<file path="config.mk">
export PLATFORM = sky130hd
export DESIGN_NAME = two_phase_barrier_controller
export DESIGN_NICKNAME = d
export VERILOG_FILES = /design/src/hdl/tpbc_pkg.sv /design/src/hdl/tpbc_fifo.sv /design/src/hdl/tpbc_cfg.sv /design/src/hdl/tpbc_front.sv /design/src/hdl/tpbc_back.sv /design/src/hdl/two_phase_barrier_controller.sv
export SDC_FILE = /design/constraint.sdc
export NUM_CORES = 1
export LEC_CHECK = 0
export CORE_ASPECT_RATIO = 1.2
export CORE_MARGIN = 1
export CORE_UTILIZATION = 45
export CTS_BUF_LIST = sky130_fd_sc_hd__clkbuf_16
export CTS_CLUSTER_DIAMETER = 40
export DETAILED_ROUTE_END_ITERATION = 16
export DONT_BUFFER_PORTS = 1
export PLACE_DENSITY = 0.58
export SYNTH_ARGS = -nofsm -noshare
export SYNTH_HDL_FRONTEND = slang
export SYNTH_HIERARCHICAL = 1
export SYNTH_SLANG_ARGS = --single-unit
</file>
<file path="constraint.sdc">
create_clock -name clk -period 6.5 [get_ports clk]
set_clock_uncertainty 0.15 [all_clocks]
set_input_delay 0.65 -clock clk [delete_from_list [all_inputs] [get_ports clk]]
set_output_delay 0.65 -clock clk [all_outputs]
set_load 0.03 [all_outputs]
</file>
<file path="src/hdl/tpbc_pkg.sv">
// Types, codes and reset values shared by the two-phase barrier controller.
// No dependencies.
package tpbc_pkg;

  // register map
  localparam int unsigned CFG_ADDR_W = 4;
  localparam int unsigned CFG_DATA_W = 32;
  localparam logic [1:0]  REG_NODE_ID    = 2'd0;
  localparam logic [1:0]  REG_NODE_COUNT = 2'd1;
  localparam logic [1:0]  REG_TIMEOUT    = 2'd2;

  localparam logic [3:0]  RST_NODE_ID    = 4'd0;
  localparam logic [4:0]  RST_NODE_COUNT = 5'd16;
  localparam logic [31:0] RST_TIMEOUT    = 32'd1000000;

  // depth of each decoupling queue
  localparam int unsigned Q_DEPTH = 2;

  // input kinds
  localparam logic [1:0] KIND_START = 2'd0;
  localparam logic [1:0] KIND_MSG   = 2'd1;
  localparam logic [1:0] KIND_TICK  = 2'd2;
  localparam logic [1:0] KIND_SEND  = 2'd3;

  localparam logic ACT_REQUEST = 1'b0;
  localparam logic ACT_FINISH  = 1'b1;
  localparam logic MSG_ANN     = 1'b0;
  localparam logic MSG_ACK     = 1'b1;

  localparam logic [1:0] CAUSE_NONE    = 2'd0;
  localparam logic [1:0] CAUSE_SEND    = 2'd1;
  localparam logic [1:0] CAUSE_TIMEOUT = 2'd2;

  typedef enum logic [1:0] {
    OP_START,
    OP_MSG,
    OP_TICK,
    OP_SEND
  } op_t;

  typedef enum logic [2:0] {
    PH_IDLE,
    PH_SEND_ANN,
    PH_COLL_ANN,
    PH_SEND_ACK,
    PH_COLL_ACK
  } phase_t;

  typedef struct packed {
    logic [1:0]  kind;
    logic [31:0] epoch;
    logic [3:0]  sender;
    logic        message_type;
    logic        send_ok;
  } in_item_t;

  typedef struct packed {
    logic        action;
    logic        broadcast_type;
    logic [31:0] broadcast_epoch;
    logic        success;
    logic [1:0]  fail_cause;
  } out_item_t;

  typedef struct packed {
    op_t         op;
    logic [31:0] epoch;
    logic [3:0]  sender;
    logic        message_type;
    logic        send_ok;
  } cmd_t;

  typedef struct packed {
    logic [3:0]  node_id;
    logic [4:0]  node_count;
    logic [31:0] timeout_ticks;
  } cfg_t;

endpackage

</file>
<file path="src/hdl/tpbc_fifo.sv">
// Small register queue used between the front, the back and the result port.
// No dependencies.
module tpbc_fifo #(
  parameter int unsigned WIDTH = 8,
  parameter int unsigned DEPTH = 2
) (
  input  logic             clk,
  input  logic             rst_n,
  input  logic             wr_en,
  input  logic [WIDTH-1:0] wr_data,
  output logic             full,
  input  logic             rd_en,
  output logic [WIDTH-1:0] rd_data,
  output logic             empty
);

  localparam int unsigned PTR_W = (DEPTH > 1) ? $clog2(DEPTH) : 1;
  localparam int unsigned CNT_W = $clog2(DEPTH + 1);

  logic [WIDTH-1:0] store_r [DEPTH];
  logic [PTR_W-1:0] wr_ptr_r, wr_ptr_nxt, rd_ptr_r, rd_ptr_nxt;
  logic [CNT_W-1:0] cnt_r, cnt_nxt;
  logic             do_wr, do_rd;

  assign full    = (cnt_r == CNT_W'(DEPTH));
  assign empty   = (cnt_r == '0);
  assign do_wr   = wr_en && !full;
  assign do_rd   = rd_en && !empty;
  assign rd_data = store_r[rd_ptr_r];

  always_comb begin
    wr_ptr_nxt = wr_ptr_r;
    rd_ptr_nxt = rd_ptr_r;
    cnt_nxt    = cnt_r;
    if (do_wr) begin
      wr_ptr_nxt = (wr_ptr_r == PTR_W'(DEPTH - 1)) ? '0 : wr_ptr_r + 1'b1;
    end
    if (do_rd) begin
      rd_ptr_nxt = (rd_ptr_r == PTR_W'(DEPTH - 1)) ? '0 : rd_ptr_r + 1'b1;
    end
    if (do_wr && !do_rd) begin
      cnt_nxt = cnt_r + 1'b1;
    end else if (do_rd && !do_wr) begin
      cnt_nxt = cnt_r - 1'b1;
    end
  end

  always_ff @(posedge clk) begin
    if (!rst_n) begin
      wr_ptr_r <= '0;
      rd_ptr_r <= '0;
      cnt_r    <= '0;
    end else begin
      wr_ptr_r <= wr_ptr_nxt;
      rd_ptr_r <= rd_ptr_nxt;
      cnt_r    <= cnt_nxt;
    end
  end

  always_ff @(posedge clk) begin
    if (do_wr) begin
      store_r[wr_ptr_r] <= wr_data;
    end
  end

endmodule

</file>
<file path="src/hdl/tpbc_cfg.sv">
// APB-style configuration registers of the barrier controller.
// Depends on tpbc_pkg.
module tpbc_cfg
  import tpbc_pkg::*;
(
  input  logic                  clk,
  input  logic                  rst_n,
  input  logic                  psel,
  input  logic                  penable,
  input  logic                  pwrite,
  input  logic [CFG_ADDR_W-1:0] paddr,
  input  logic [CFG_DATA_W-1:0] pwdata,
  output logic [CFG_DATA_W-1:0] prdata,
  output logic                  pready,
  output cfg_t                  cfg
);

  cfg_t       cfg_r, cfg_nxt;
  logic [1:0] idx;
  logic       wr;

  assign pready = 1'b1;
  assign idx    = paddr[3:2];
  assign wr     = psel && penable && pwrite;
  assign cfg    = cfg_r;

  always_comb begin
    cfg_nxt = cfg_r;
    if (wr) begin
      case (idx)
        REG_NODE_ID:    cfg_nxt.node_id       = pwdata[3:0];
        REG_NODE_COUNT: cfg_nxt.node_count    = pwdata[4:0];
        REG_TIMEOUT:    cfg_nxt.timeout_ticks = pwdata;
        default:        cfg_nxt = cfg_r;
      endcase
    end
  end

  always_comb begin
    case (idx)
      REG_NODE_ID:    prdata = {28'd0, cfg_r.node_id};
      REG_NODE_COUNT: prdata = {27'd0, cfg_r.node_count};
      REG_TIMEOUT:    prdata = cfg_r.timeout_ticks;
      default:        prdata = '0;
    endcase
  end

  always_ff @(posedge clk) begin
    if (!rst_n) begin
      cfg_r.node_id       <= RST_NODE_ID;
      cfg_r.node_count    <= RST_NODE_COUNT;
      cfg_r.timeout_ticks <= RST_TIMEOUT;
    end else begin
      cfg_r <= cfg_nxt;
    end
  end

endmodule

</file>
<file path="src/hdl/tpbc_front.sv">
// Front end: takes input beats, decodes the kind and queues commands.
// Depends on tpbc_pkg and tpbc_fifo.
module tpbc_front
  import tpbc_pkg::*;
(
  input  logic     clk,
  input  logic     rst_n,
  input  logic     push,
  output logic     full,
  input  in_item_t in_data,
  input  logic     cmd_pop,
  output logic     cmd_valid,
  output cmd_t     cmd
);

  cmd_t dec;
  logic q_empty;

  always_comb begin
    dec.epoch        = in_data.epoch;
    dec.sender       = in_data.sender;
    dec.message_type = in_data.message_type;
    dec.send_ok      = in_data.send_ok;
    case (in_data.kind)
      KIND_START: dec.op = OP_START;
      KIND_MSG:   dec.op = OP_MSG;
      KIND_TICK:  dec.op = OP_TICK;
      KIND_SEND:  dec.op = OP_SEND;
      default:    dec.op = OP_TICK;
    endcase
  end

  tpbc_fifo #(
    .WIDTH($bits(cmd_t)),
    .DEPTH(Q_DEPTH)
  ) u_cmd_q (
    .clk    (clk),
    .rst_n  (rst_n),
    .wr_en  (push),
    .wr_data(dec),
    .full   (full),
    .rd_en  (cmd_pop),
    .rd_data(cmd),
    .empty  (q_empty)
  );

  assign cmd_valid = !q_empty;

endmodule

</file>
<file path="src/hdl/tpbc_back.sv">
// Back end: barrier phase machine, seen mask, tick counter and result queue.
// Depends on tpbc_pkg and tpbc_fifo.
module tpbc_back
  import tpbc_pkg::*;
#(
  parameter int unsigned NODE_LIMIT = 16
) (
  input  logic      clk,
  input  logic      rst_n,
  input  cfg_t      cfg,
  input  logic      cmd_valid,
  input  cmd_t      cmd,
  output logic      cmd_pop,
  output logic      empty,
  input  logic      pop,
  output out_item_t out_data
);

  phase_t                phase_r, phase_nxt;
  logic [NODE_LIMIT-1:0] mask_r, mask_nxt;
  logic [31:0]           ticks_r, ticks_nxt;
  logic [31:0]           epoch_r, epoch_nxt;

  logic                  res_full, emit;
  out_item_t             res;
  logic [NODE_LIMIT-1:0] need, msg_mask, own_mask;
  logic [31:0]           ticks_inc;
  logic                  type_ok;

  function automatic logic [NODE_LIMIT-1:0] node_bit(input logic [3:0] n);
    logic [NODE_LIMIT-1:0] b;
    for (int i = 0; i < NODE_LIMIT; i++) begin
      b[i] = (32'(i) == 32'(n));
    end
    return b;
  endfunction

  always_comb begin
    for (int i = 0; i < NODE_LIMIT; i++) begin
      need[i] = (32'(i) < 32'(cfg.node_count));
    end
  end

  assign cmd_pop   = cmd_valid && !res_full;
  assign msg_mask  = mask_r | node_bit(cmd.sender);
  assign own_mask  = node_bit(cfg.node_id);
  assign ticks_inc = (ticks_r == '1) ? ticks_r : ticks_r + 32'd1;
  assign type_ok   = ((phase_r == PH_COLL_ANN) && (cmd.message_type == MSG_ANN)) ||
                     ((phase_r == PH_COLL_ACK) && (cmd.message_type == MSG_ACK));

  always_comb begin
    phase_nxt = phase_r;
    mask_nxt  = mask_r;
    ticks_nxt = ticks_r;
    epoch_nxt = epoch_r;
    emit      = 1'b0;
    res       = '0;
    if (cmd_pop) begin
      case (cmd.op)
        OP_START: begin
          if (phase_r == PH_IDLE) begin
            epoch_nxt           = cmd.epoch;
            phase_nxt           = PH_SEND_ANN;
            emit                = 1'b1;
            res.action          = ACT_REQUEST;
            res.broadcast_type  = MSG_ANN;
            res.broadcast_epoch = cmd.epoch;
          end
        end
        OP_MSG: begin
          if (type_ok && (cmd.epoch == epoch_r)) begin
            mask_nxt = msg_mask;
            if ((msg_mask & need) == need) begin
              emit = 1'b1;
              if (phase_r == PH_COLL_ANN) begin
                phase_nxt           = PH_SEND_ACK;
                res.action          = ACT_REQUEST;
                res.broadcast_type  = MSG_ACK;
                res.broadcast_epoch = epoch_r;
              end else begin
                phase_nxt   = PH_IDLE;
                res.action  = ACT_FINISH;
                res.success = 1'b1;
              end
            end
          end
        end
        OP_TICK: begin
          if ((phase_r == PH_COLL_ANN) || (phase_r == PH_COLL_ACK)) begin
            ticks_nxt = ticks_inc;
            if (ticks_inc > cfg.timeout_ticks) begin
              emit           = 1'b1;
              phase_nxt      = PH_IDLE;
              res.action     = ACT_FINISH;
              res.fail_cause = CAUSE_TIMEOUT;
            end
          end
        end
        OP_SEND: begin
          if ((phase_r == PH_SEND_ANN) || (phase_r == PH_SEND_ACK)) begin
            if (!cmd.send_ok) begin
              emit           = 1'b1;
              phase_nxt      = PH_IDLE;
              res.action     = ACT_FINISH;
              res.fail_cause = CAUSE_SEND;
            end else begin
              mask_nxt  = own_mask;
              ticks_nxt = '0;
              phase_nxt = (phase_r == PH_SEND_ANN) ? PH_COLL_ANN : PH_COLL_ACK;
              // own bit alone may already complete the phase
              if ((own_mask & need) == need) begin
                emit = 1'b1;
                if (phase_r == PH_SEND_ANN) begin
                  phase_nxt           = PH_SEND_ACK;
                  res.action          = ACT_REQUEST;
                  res.broadcast_type  = MSG_ACK;
                  res.broadcast_epoch = epoch_r;
                end else begin
                  phase_nxt   = PH_IDLE;
                  res.action  = ACT_FINISH;
                  res.success = 1'b1;
                end
              end
            end
          end
        end
        default: begin
          emit = 1'b0;
        end
      endcase
    end
  end

  always_ff @(posedge clk) begin
    if (!rst_n) begin
      phase_r <= PH_IDLE;
      mask_r  <= '0;
      ticks_r <= '0;
      epoch_r <= '0;
    end else begin
      phase_r <= phase_nxt;
      mask_r  <= mask_nxt;
      ticks_r <= ticks_nxt;
      epoch_r <= epoch_nxt;
    end
  end

  tpbc_fifo #(
    .WIDTH($bits(out_item_t)),
    .DEPTH(Q_DEPTH)
  ) u_res_q (
    .clk    (clk),
    .rst_n  (rst_n),
    .wr_en  (emit),
    .wr_data(res),
    .full   (res_full),
    .rd_en  (pop),
    .rd_data(out_data),
    .empty  (empty)
  );

endmodule

</file>
<file path="src/hdl/two_phase_barrier_controller.sv">
// Two-phase barrier controller, node side: top level.
// Depends on tpbc_pkg, tpbc_cfg, tpbc_front, tpbc_back.
//
// Takes one beat per cycle on the in_ side unless the front queue is full.
// The front queues decoded beats in a two-entry queue; the back runs the
// barrier phase machine on one command per cycle and writes any broadcast
// request or finish report into a two-entry result queue, so a result passes
// both queues before it shows on the out_ side. The back stops only while
// the result queue is full. Seen mask is NODE_LIMIT bits; senders or node
// ids at or above it are dropped. Registers: node_id at 0x0, node_count at
// 0x4, timeout_ticks at 0x8; write only while no barrier is running.
module two_phase_barrier_controller
  import tpbc_pkg::*;
#(
  parameter int unsigned NODE_LIMIT = 16
) (
  input  logic                  clk,
  input  logic                  rst_n,
  input  logic                  push,
  output logic                  full,
  input  in_item_t              in_data,
  output logic                  empty,
  input  logic                  pop,
  output out_item_t             out_data,
  input  logic                  psel,
  input  logic                  penable,
  input  logic                  pwrite,
  input  logic [CFG_ADDR_W-1:0] paddr,
  input  logic [CFG_DATA_W-1:0] pwdata,
  output logic [CFG_DATA_W-1:0] prdata,
  output logic                  pready
);

  cfg_t cfg;
  cmd_t cmd;
  logic cmd_valid, cmd_pop;

  tpbc_cfg u_cfg (
    .clk    (clk),
    .rst_n  (rst_n),
    .psel   (psel),
    .penable(penable),
    .pwrite (pwrite),
    .paddr  (paddr),
    .pwdata (pwdata),
    .prdata (prdata),
    .pready (pready),
    .cfg    (cfg)
  );

  tpbc_front u_front (
    .clk      (clk),
    .rst_n    (rst_n),
    .push     (push),
    .full     (full),
    .in_data  (in_data),
    .cmd_pop  (cmd_pop),
    .cmd_valid(cmd_valid),
    .cmd      (cmd)
  );

  tpbc_back #(
    .NODE_LIMIT(NODE_LIMIT)
  ) u_back (
    .clk      (clk),
    .rst_n    (rst_n),
    .cfg      (cfg),
    .cmd_valid(cmd_valid),
    .cmd      (cmd),
    .cmd_pop  (cmd_pop),
    .empty    (empty),
    .pop      (pop),
    .out_data (out_data)
  );

endmodule

</file>
======== Word level (Yosys, flattened, before mapping) ========
Memory sizes are Yosys's and may differ from the RTL's. A register that Yosys moved wholly into a read port is not among the register bits.
Cells that the tools add are included.
storage, ports and cells
  bits in registers ....................... 132
  RAM bits ................................ 154
  input bits .............................. 83
  output and inout bits ................... 72
  word-level logic and storage cells ...... 212
  memories kept ........................... 2
memory list
  memory                   depth  bits a word  read ports  clocked after Yosys merged registers in  write ports  line             source
  u_front.u_cmd_q.store_r  2      40           1           1                                        1            tpbc_fifo.sv:20  logic [WIDTH-1:0] store_r [DEPTH];
  u_back.u_res_q.store_r   2      37           1           1                                        1            tpbc_fifo.sv:20
cells by class
  add/subtract/negate cells ............... 9
  $lt $le $gt $ge ......................... 17
  equality and inequality tests ........... 55
  multiplexer cells ....................... 68
  bitwise operators ....................... 4
  reductions and logical operators ........ 44
operators with widths
  operator               number
  $mux 32                5
  $mux 35                3
  $pmux 33 s3            1
  $pmux 32 s3            1
  $mux 37                2
  $mux 33                2
  $eq 4x4->1 const A     16
  $pmux 32 s2            1
  $mux 16                3
  $lt 4x5->1 const A     8
  $mux 34                1
  $add 32x1->32 const B  1
  $and 16x16->16         2
  $eq 16x16->1           2
  $eq 3x4->1 const A     8
  $eq 32x32->1           1
  $eq 32x32->1 const B   1
  $gt 32x32->1           1
  $pmux 16 s2            1
  $mux 3                 9
  $mux 1                 25
  $lt 3x5->1 const A     4
  $eq 2x4->1 const A     4
  $mux 2                 8
  30 further kinds       87

======== Longest topological paths before layout ========
  word-level depth ........................ 13
  mapped depth ............................ 22
  mapped depth without buffers ............ 20

======== Hierarchy ========
Netlist, hierarchy kept.
by module, submodules not included
  module                       instances  cells each  area an instance (um2)  seq. area each (um2)
  tpbc_back                    1          842         6407.4                  1661.6
  tpbc_fifo (u_front.u_cmd_q)  1          149         3106.7                  2502.4
  tpbc_fifo (u_back.u_res_q)   1          140         2900.3                  2322.2
  tpbc_cfg                     1          223         1943.1                  820.8
  tpbc_front                   1          3           11.3                    0.0

======== Worst setup path before layout ========
No wires, ideal clock.
  path kind ............................... reg-to-reg
  start point ............................. reg u_back.ticks_r[0]
  end point ............................... mem u_back/u_res_q/store_r[0][0] in the netlist's numbering, enable pin
  arrival time ............................ 5248 ps
  required time ........................... 5924 ps
  setup slack ............................. 675 ps
  cell stages (with the launch flop) ...... 18
  path buffers ............................ 1
  clock period less this slack ............ 5825 ps
  path through ............................ dfxtp_1 -> ha_1 -> nand2_1 -> or4_4 -> or4_4 -> buf_6 -> and3_4 -> and3_1 -> xor2_1 -> ha_1 -> nand4_1 -> or3_1 -> a21oi_1 -> o311ai_0 -> a21o_1 -> a21oi_1 -> inv_1 -> nor3_2
on the way
  longest elaborated chain between the ends .. 10
  elaborated cells on any way between the ends .. 11
  those cells by class .................... 1 x add/sub; 1 x order compare; 1 x eq/ne; 7 x mux; 1 x reduce/logical
ends and longest elaborated chain
  item                                                  line              source
  from (decl)                                           tpbc_back.sv:21   logic [31:0] ticks_r, ticks_nxt;
  from (signal assigned)                                tpbc_back.sv:143  ticks_r <= ticks_nxt;
  $add 32x1->32 / $eq 32x32->1 (equally long branches)  tpbc_back.sv:47   assign ticks_inc = (ticks_r == '1) ? ticks_r : ticks_r + 32'd1;
  $mux 32 *                                             tpbc_back.sv:47
  $gt 32x32->1 *                                        tpbc_back.sv:91   if (ticks_inc > cfg.timeout_ticks) begin
  $mux 1 *                                              tpbc_back.sv:91
  $mux 1 *                                              tpbc_back.sv:89   if ((phase_r == PH_COLL_ANN) || (phase_r == PH_COLL_ACK)) begin
  $pmux 1 s4 *                                          tpbc_back.sv:59   case (cmd.op)
  $mux 1 *                                              tpbc_back.sv:58   if (cmd_pop) begin
  net u_back.emit                                       tpbc_back.sv:24   logic res_full, emit;
  $logic_and 1x1->1 *                                   tpbc_fifo.sv:27   assign do_wr = wr_en && !full;
  $mux 1 *                                              tpbc_fifo.sv:61   if (do_wr) begin
  $mux 1 (not written as such) *                        tpbc_fifo.sv:62   store_r[wr_ptr_r] <= wr_data;
  to (decl)                                             tpbc_fifo.sv:20
Mark *: on every way through the listed nets, which the timed path passes. The rest lies on a longest branch.

======== Final worst setup path ========
  start point ............................. reg u_back.ticks_r[0]
  end point ............................... reg u_back.u_res_q.cnt_r[1]
on the way
  longest elaborated chain between the ends .. 11
  elaborated cells on any way between the ends .. 14
  those cells by class .................... 1 x add/sub; 1 x order compare; 1 x eq/ne; 6 x mux; 5 x reduce/logical
ends and longest elaborated chain
  item                                                  line             source
  $add 32x1->32 / $eq 32x32->1 (equally long branches)  tpbc_back.sv:47
  $mux 32 *                                             tpbc_back.sv:47
  $gt 32x32->1 *                                        tpbc_back.sv:91
  $mux 1 *                                              tpbc_back.sv:91
  $mux 1 *                                              tpbc_back.sv:89
  $pmux 1 s4 *                                          tpbc_back.sv:59
  $mux 1 *                                              tpbc_back.sv:58
  net u_back.emit                                       tpbc_back.sv:24
  $logic_and 1x1->1 *                                   tpbc_fifo.sv:27
  net u_back.u_res_q.do_wr                              tpbc_fifo.sv:23  logic do_wr, do_rd;
  $logic_not 1->1                                       tpbc_fifo.sv:43  end else if (do_rd && !do_wr) begin
  $logic_and 1x1->1                                     tpbc_fifo.sv:43
  $reduce_bool 2->1 (no source line)                    --
  to (signal assigned)                                  tpbc_fifo.sv:56  cnt_r <= cnt_nxt;
  to (decl)                                             tpbc_fifo.sv:22  logic [CNT_W-1:0] cnt_r, cnt_nxt;
Marks and branches as above.
A chain may end at the register's enable or synchronous reset.

==> impl_metrics.py <==
metrics = {
    "hold_path": {
        "hold_class": "in2reg",
        "hp-start": "in_data[11]",
        "hold_depth": 0,
    },
    "synthesis": {
        "avgSynthCellArea_um2": 10.6,
        "synth.net_count": 1475,
        "synth_seq_cells": 288,
        "synth_area_mm2": 0.0144,
        "synthFlopType": "edfxtp_1",
        "ys_types": 78,
        "synth-edff-count": 154,
        "ys_seq_area_frac": 0.509,
        "synthArstFlopShare": 0,
        "synthCells": 1357,
        "yosysWarnings": 6,
    },
    "flow_run": {
        "maxCapViolCount": 0,
    },
    "detailed_routing": {
        "post_drt_wl_per_cell_um": 19.2,
        "ant_nets": 0,
        "drt_first_pass_iters": 5,
        "drt_iter0_drc": 644,
        "drc_errors": 0,
        "via_count": 10004,
        "viasPerCell": 5.71,
        "routed_wl_um": 33600,
    },
    "cts": {
        "cts_root_buf": "clkbuf_16",
        "cts_resized": 0,
        "cts_tree": "done",
        "ctsHoldBuffers": 0,
        "max-clock-path-buffers": 3,
        "htree_num_levels": 2,
        "clk_pin_slew_worst_paths_ps": 60,
        "cts-buffers-inserted": 37,
        "cts_sinks": 288,
        "clock_latency_ps": 530,
        "cts_setup_buffers": 0,
    },
    "place": {
        "dp_hpwl_um": 22300,
        "gp_congestion": 0.820,
        "place_inst": 1685,
        "port_buffers": 0,
    },
    "layout": {
        "drive_gt1_frac": 0.130,
        "final_common_cell": "nand2_1",
        "mostFrequentLayoutCells": "nand2_1 (184), edfxtp_1 (154), dfxtp_1 (132)",
        "num_antenna_cells": 0,
        "nets": 1441,
        "stdcell_count": 1753,
        "fillCellCount": 2792,
        "area_growth_pct": 10.0,
    },
    "die": {
        "die_area_mm2": 0.0327,
        "core_area_mm2": 0.0314,
        "num_rows": 71,
        "start_util": 0.458,
        "die_h_um": 198,
        "die-width_um": 165,
        "ios": 155,
    },
    "pwr": {
        "p_per_area_mw_per_mm2": 354,
        "ir_drop_mv": 0.212,
        "p_leak_nw": 5.56,
    },
    "timing": {
        "drv_slew": 0,
        "fmax_mhz": 177,
        "timing.final.crit_share": 0.868,
        "worstMarginPinSlew_ps": 1040,
        "hold_viol": 0,
        "slew-limit-headroom": 0.307,
        "setup_tns_ps": 0,
        "finalCriticalPeriod_ps": 5640,
        "finalSetupViolCount": 0,
        "rsz0062_at_grt": "no",
    },
    "setup_path": {
        "arrival_ps": 5940,
        "crit_path_start_kind": "flip-flop",
        "worstPathMaxFanout": 10,
        "endpoint": "u_back/u_res_q/cnt_r[1]",
        "r2r_slack_ps": 860,
        "regToRegStartpoint": "u_back/ticks_r[0]",
        "worstSetupPathType": "reg2reg",
        "reg2reg_to": "u_back/u_res_q/cnt_r[1]",
        "r2r_cells": 19,
        "critPathCaptureType": "flip-flop",
        "crit_required_ps": 6800,
        "startpoint": "u_back/ticks_r[0]",
    },
    "global_route": {
        "grtUsageTotal": 0.206,
        "grt_pass1_vias": 9651,
        "grt_max_degree": 99,
        "antenna_found_initial": 0,
        "grt_overflow_total": 0,
        "grt_pass1_wl_um": 52600,
    },
    "outcome": {
        "status": "complete, no violations",
    },
}
-- worst min path at each step --
stage                                          end  slack, ps
global placement                     u_cfg/cfg[21]        310
floorplan                            u_cfg/cfg[10]        290
finish              u_front/u_cmd_q/store_r[1][11]         60
detailed placement                   u_cfg/cfg[20]        310
global route         u_front/u_cmd_q/store_r[1][1]         40
CTS                  u_front/u_cmd_q/store_r[1][5]         40
-- power by group --
| group | switching (mW) | total (mW) | internal [mW] |
|---|---|---|---|
| Clock | 0.784 | 2.04 | 1.26 |
| Sequential | 0.135 | 2.26 | 2.13 |
| Combinational | 0.871 | 1.30 | 0.432 |
-- cells in the mapped netlist (35+ instances only) --
| cell type | count | area share |
|---|---|---|
| edfxtp_1 | 154 | 0.32 |
| o21ai_0 | 39 | 0.014 |
| inv_1 | 50 | 0.013 |
| dfxtp_1 | 134 | 0.19 |
| ha_1 | 35 | 0.030 |
| mux2_2 | 78 | 0.061 |
| nor2_1 | 53 | 0.014 |
| clkbuf_1 | 55 | 0.014 |
| and2_1 | 37 | 0.016 |
| a21oi_1 | 75 | 0.026 |
| nand2_1 | 184 | 0.048 |
| xnor2_1 | 52 | 0.032 |
| mux2i_1 | 41 | 0.029 |
-- metrics by stage --
stage / util / total power, mW / worst slack (ps) / hold WS [ps] / area, um^2
2_1_floorplan: - / 3.30 / 675 / 293 / 14400
3_3_place_gp: 0.464 / 3.60 / 948 / 309 / 14600
3_5_place_dp: 0.464 / 3.62 / 900 / 312 / 14600
4_1_cts: 0.504 / 5.68 / 856 / 38.2 / 15800
5_1_grt: 0.504 / 5.87 / 466 / 41.0 / 15800
6_report: 0.504 / 5.60 / 859 / 61.2 / 15800
-- logic make-up after synthesis --
kind of cell	share of synthesized area
mux	0.0897
flops	0.509
xor+xnor	0.0427
compound gates	0.128
simple gates	0.155
other cells	0.000261
buf+inv	0.0452
fa+ha+maj	0.0305
-- flip-flops by register name (all words and copies together), names as in the netlist, named ones only --
name                      count
u_back/epoch_r               32
u_back/mask_r                16
u_back/phase_r                3
u_back/ticks_r               32
u_back/u_res_q/cnt_r          2
u_back/u_res_q/rd_ptr_r       1
u_back/u_res_q/store_r       74
u_back/u_res_q/wr_ptr_r       1
u_cfg/cfg                    41
u_front/u_cmd_q/cnt_r         2
u_front/u_cmd_q/rd_ptr_r      1
u_front/u_cmd_q/store_r      80
u_front/u_cmd_q/wr_ptr_r      1
-- worst max-delay path, stage by stage (launching register included) --
cell	delay (ps)
dfxtp_1	430
ha_1	220
nand2_1	130
or4_4	530
or4_4	620
and3_4	240
and3_1	190
xor2_1	190
ha_1	280
nand2_1	60
o21ai_0	80
a221o_1	320
o311ai_0	690
a21o_1	250
a21oi_1	110
inv_1	150
nor2_1	80
ha_1	330
or3_1	360
a21boi_1	150
-- metal layers --
| layer | wire [um] | track usage | vias up |
|---|---|---|---|
| li1 | - | - | 4916 |
| met1 | 14300 | 0.256 | 4772 |
| met2 | 16800 | 0.362 | 266 |
| met3 | 1870 | 0.0390 | 50 |
| met4 | 654 | 0.0561 | 0 |
| met5 | 0 | 0 | - |
-- area by class of cell --
| cell class | count | area (um^2) | share of cell area |
|---|---|---|---|
| clock inverter | 29 | 272 | 0.0172 |
| tap | 401 | 502 | 0.0317 |
| sequential | 288 | 7310 | 0.462 |
| multi-input combinational | 930 | 6440 | 0.408 |
| clock buffer | 39 | 976 | 0.0617 |
| timing repair buffer | 12 | 103 | 0.00649 |
| inverter | 54 | 203 | 0.0128 |
Note: power is estimated with default switching activity, not from simulation.
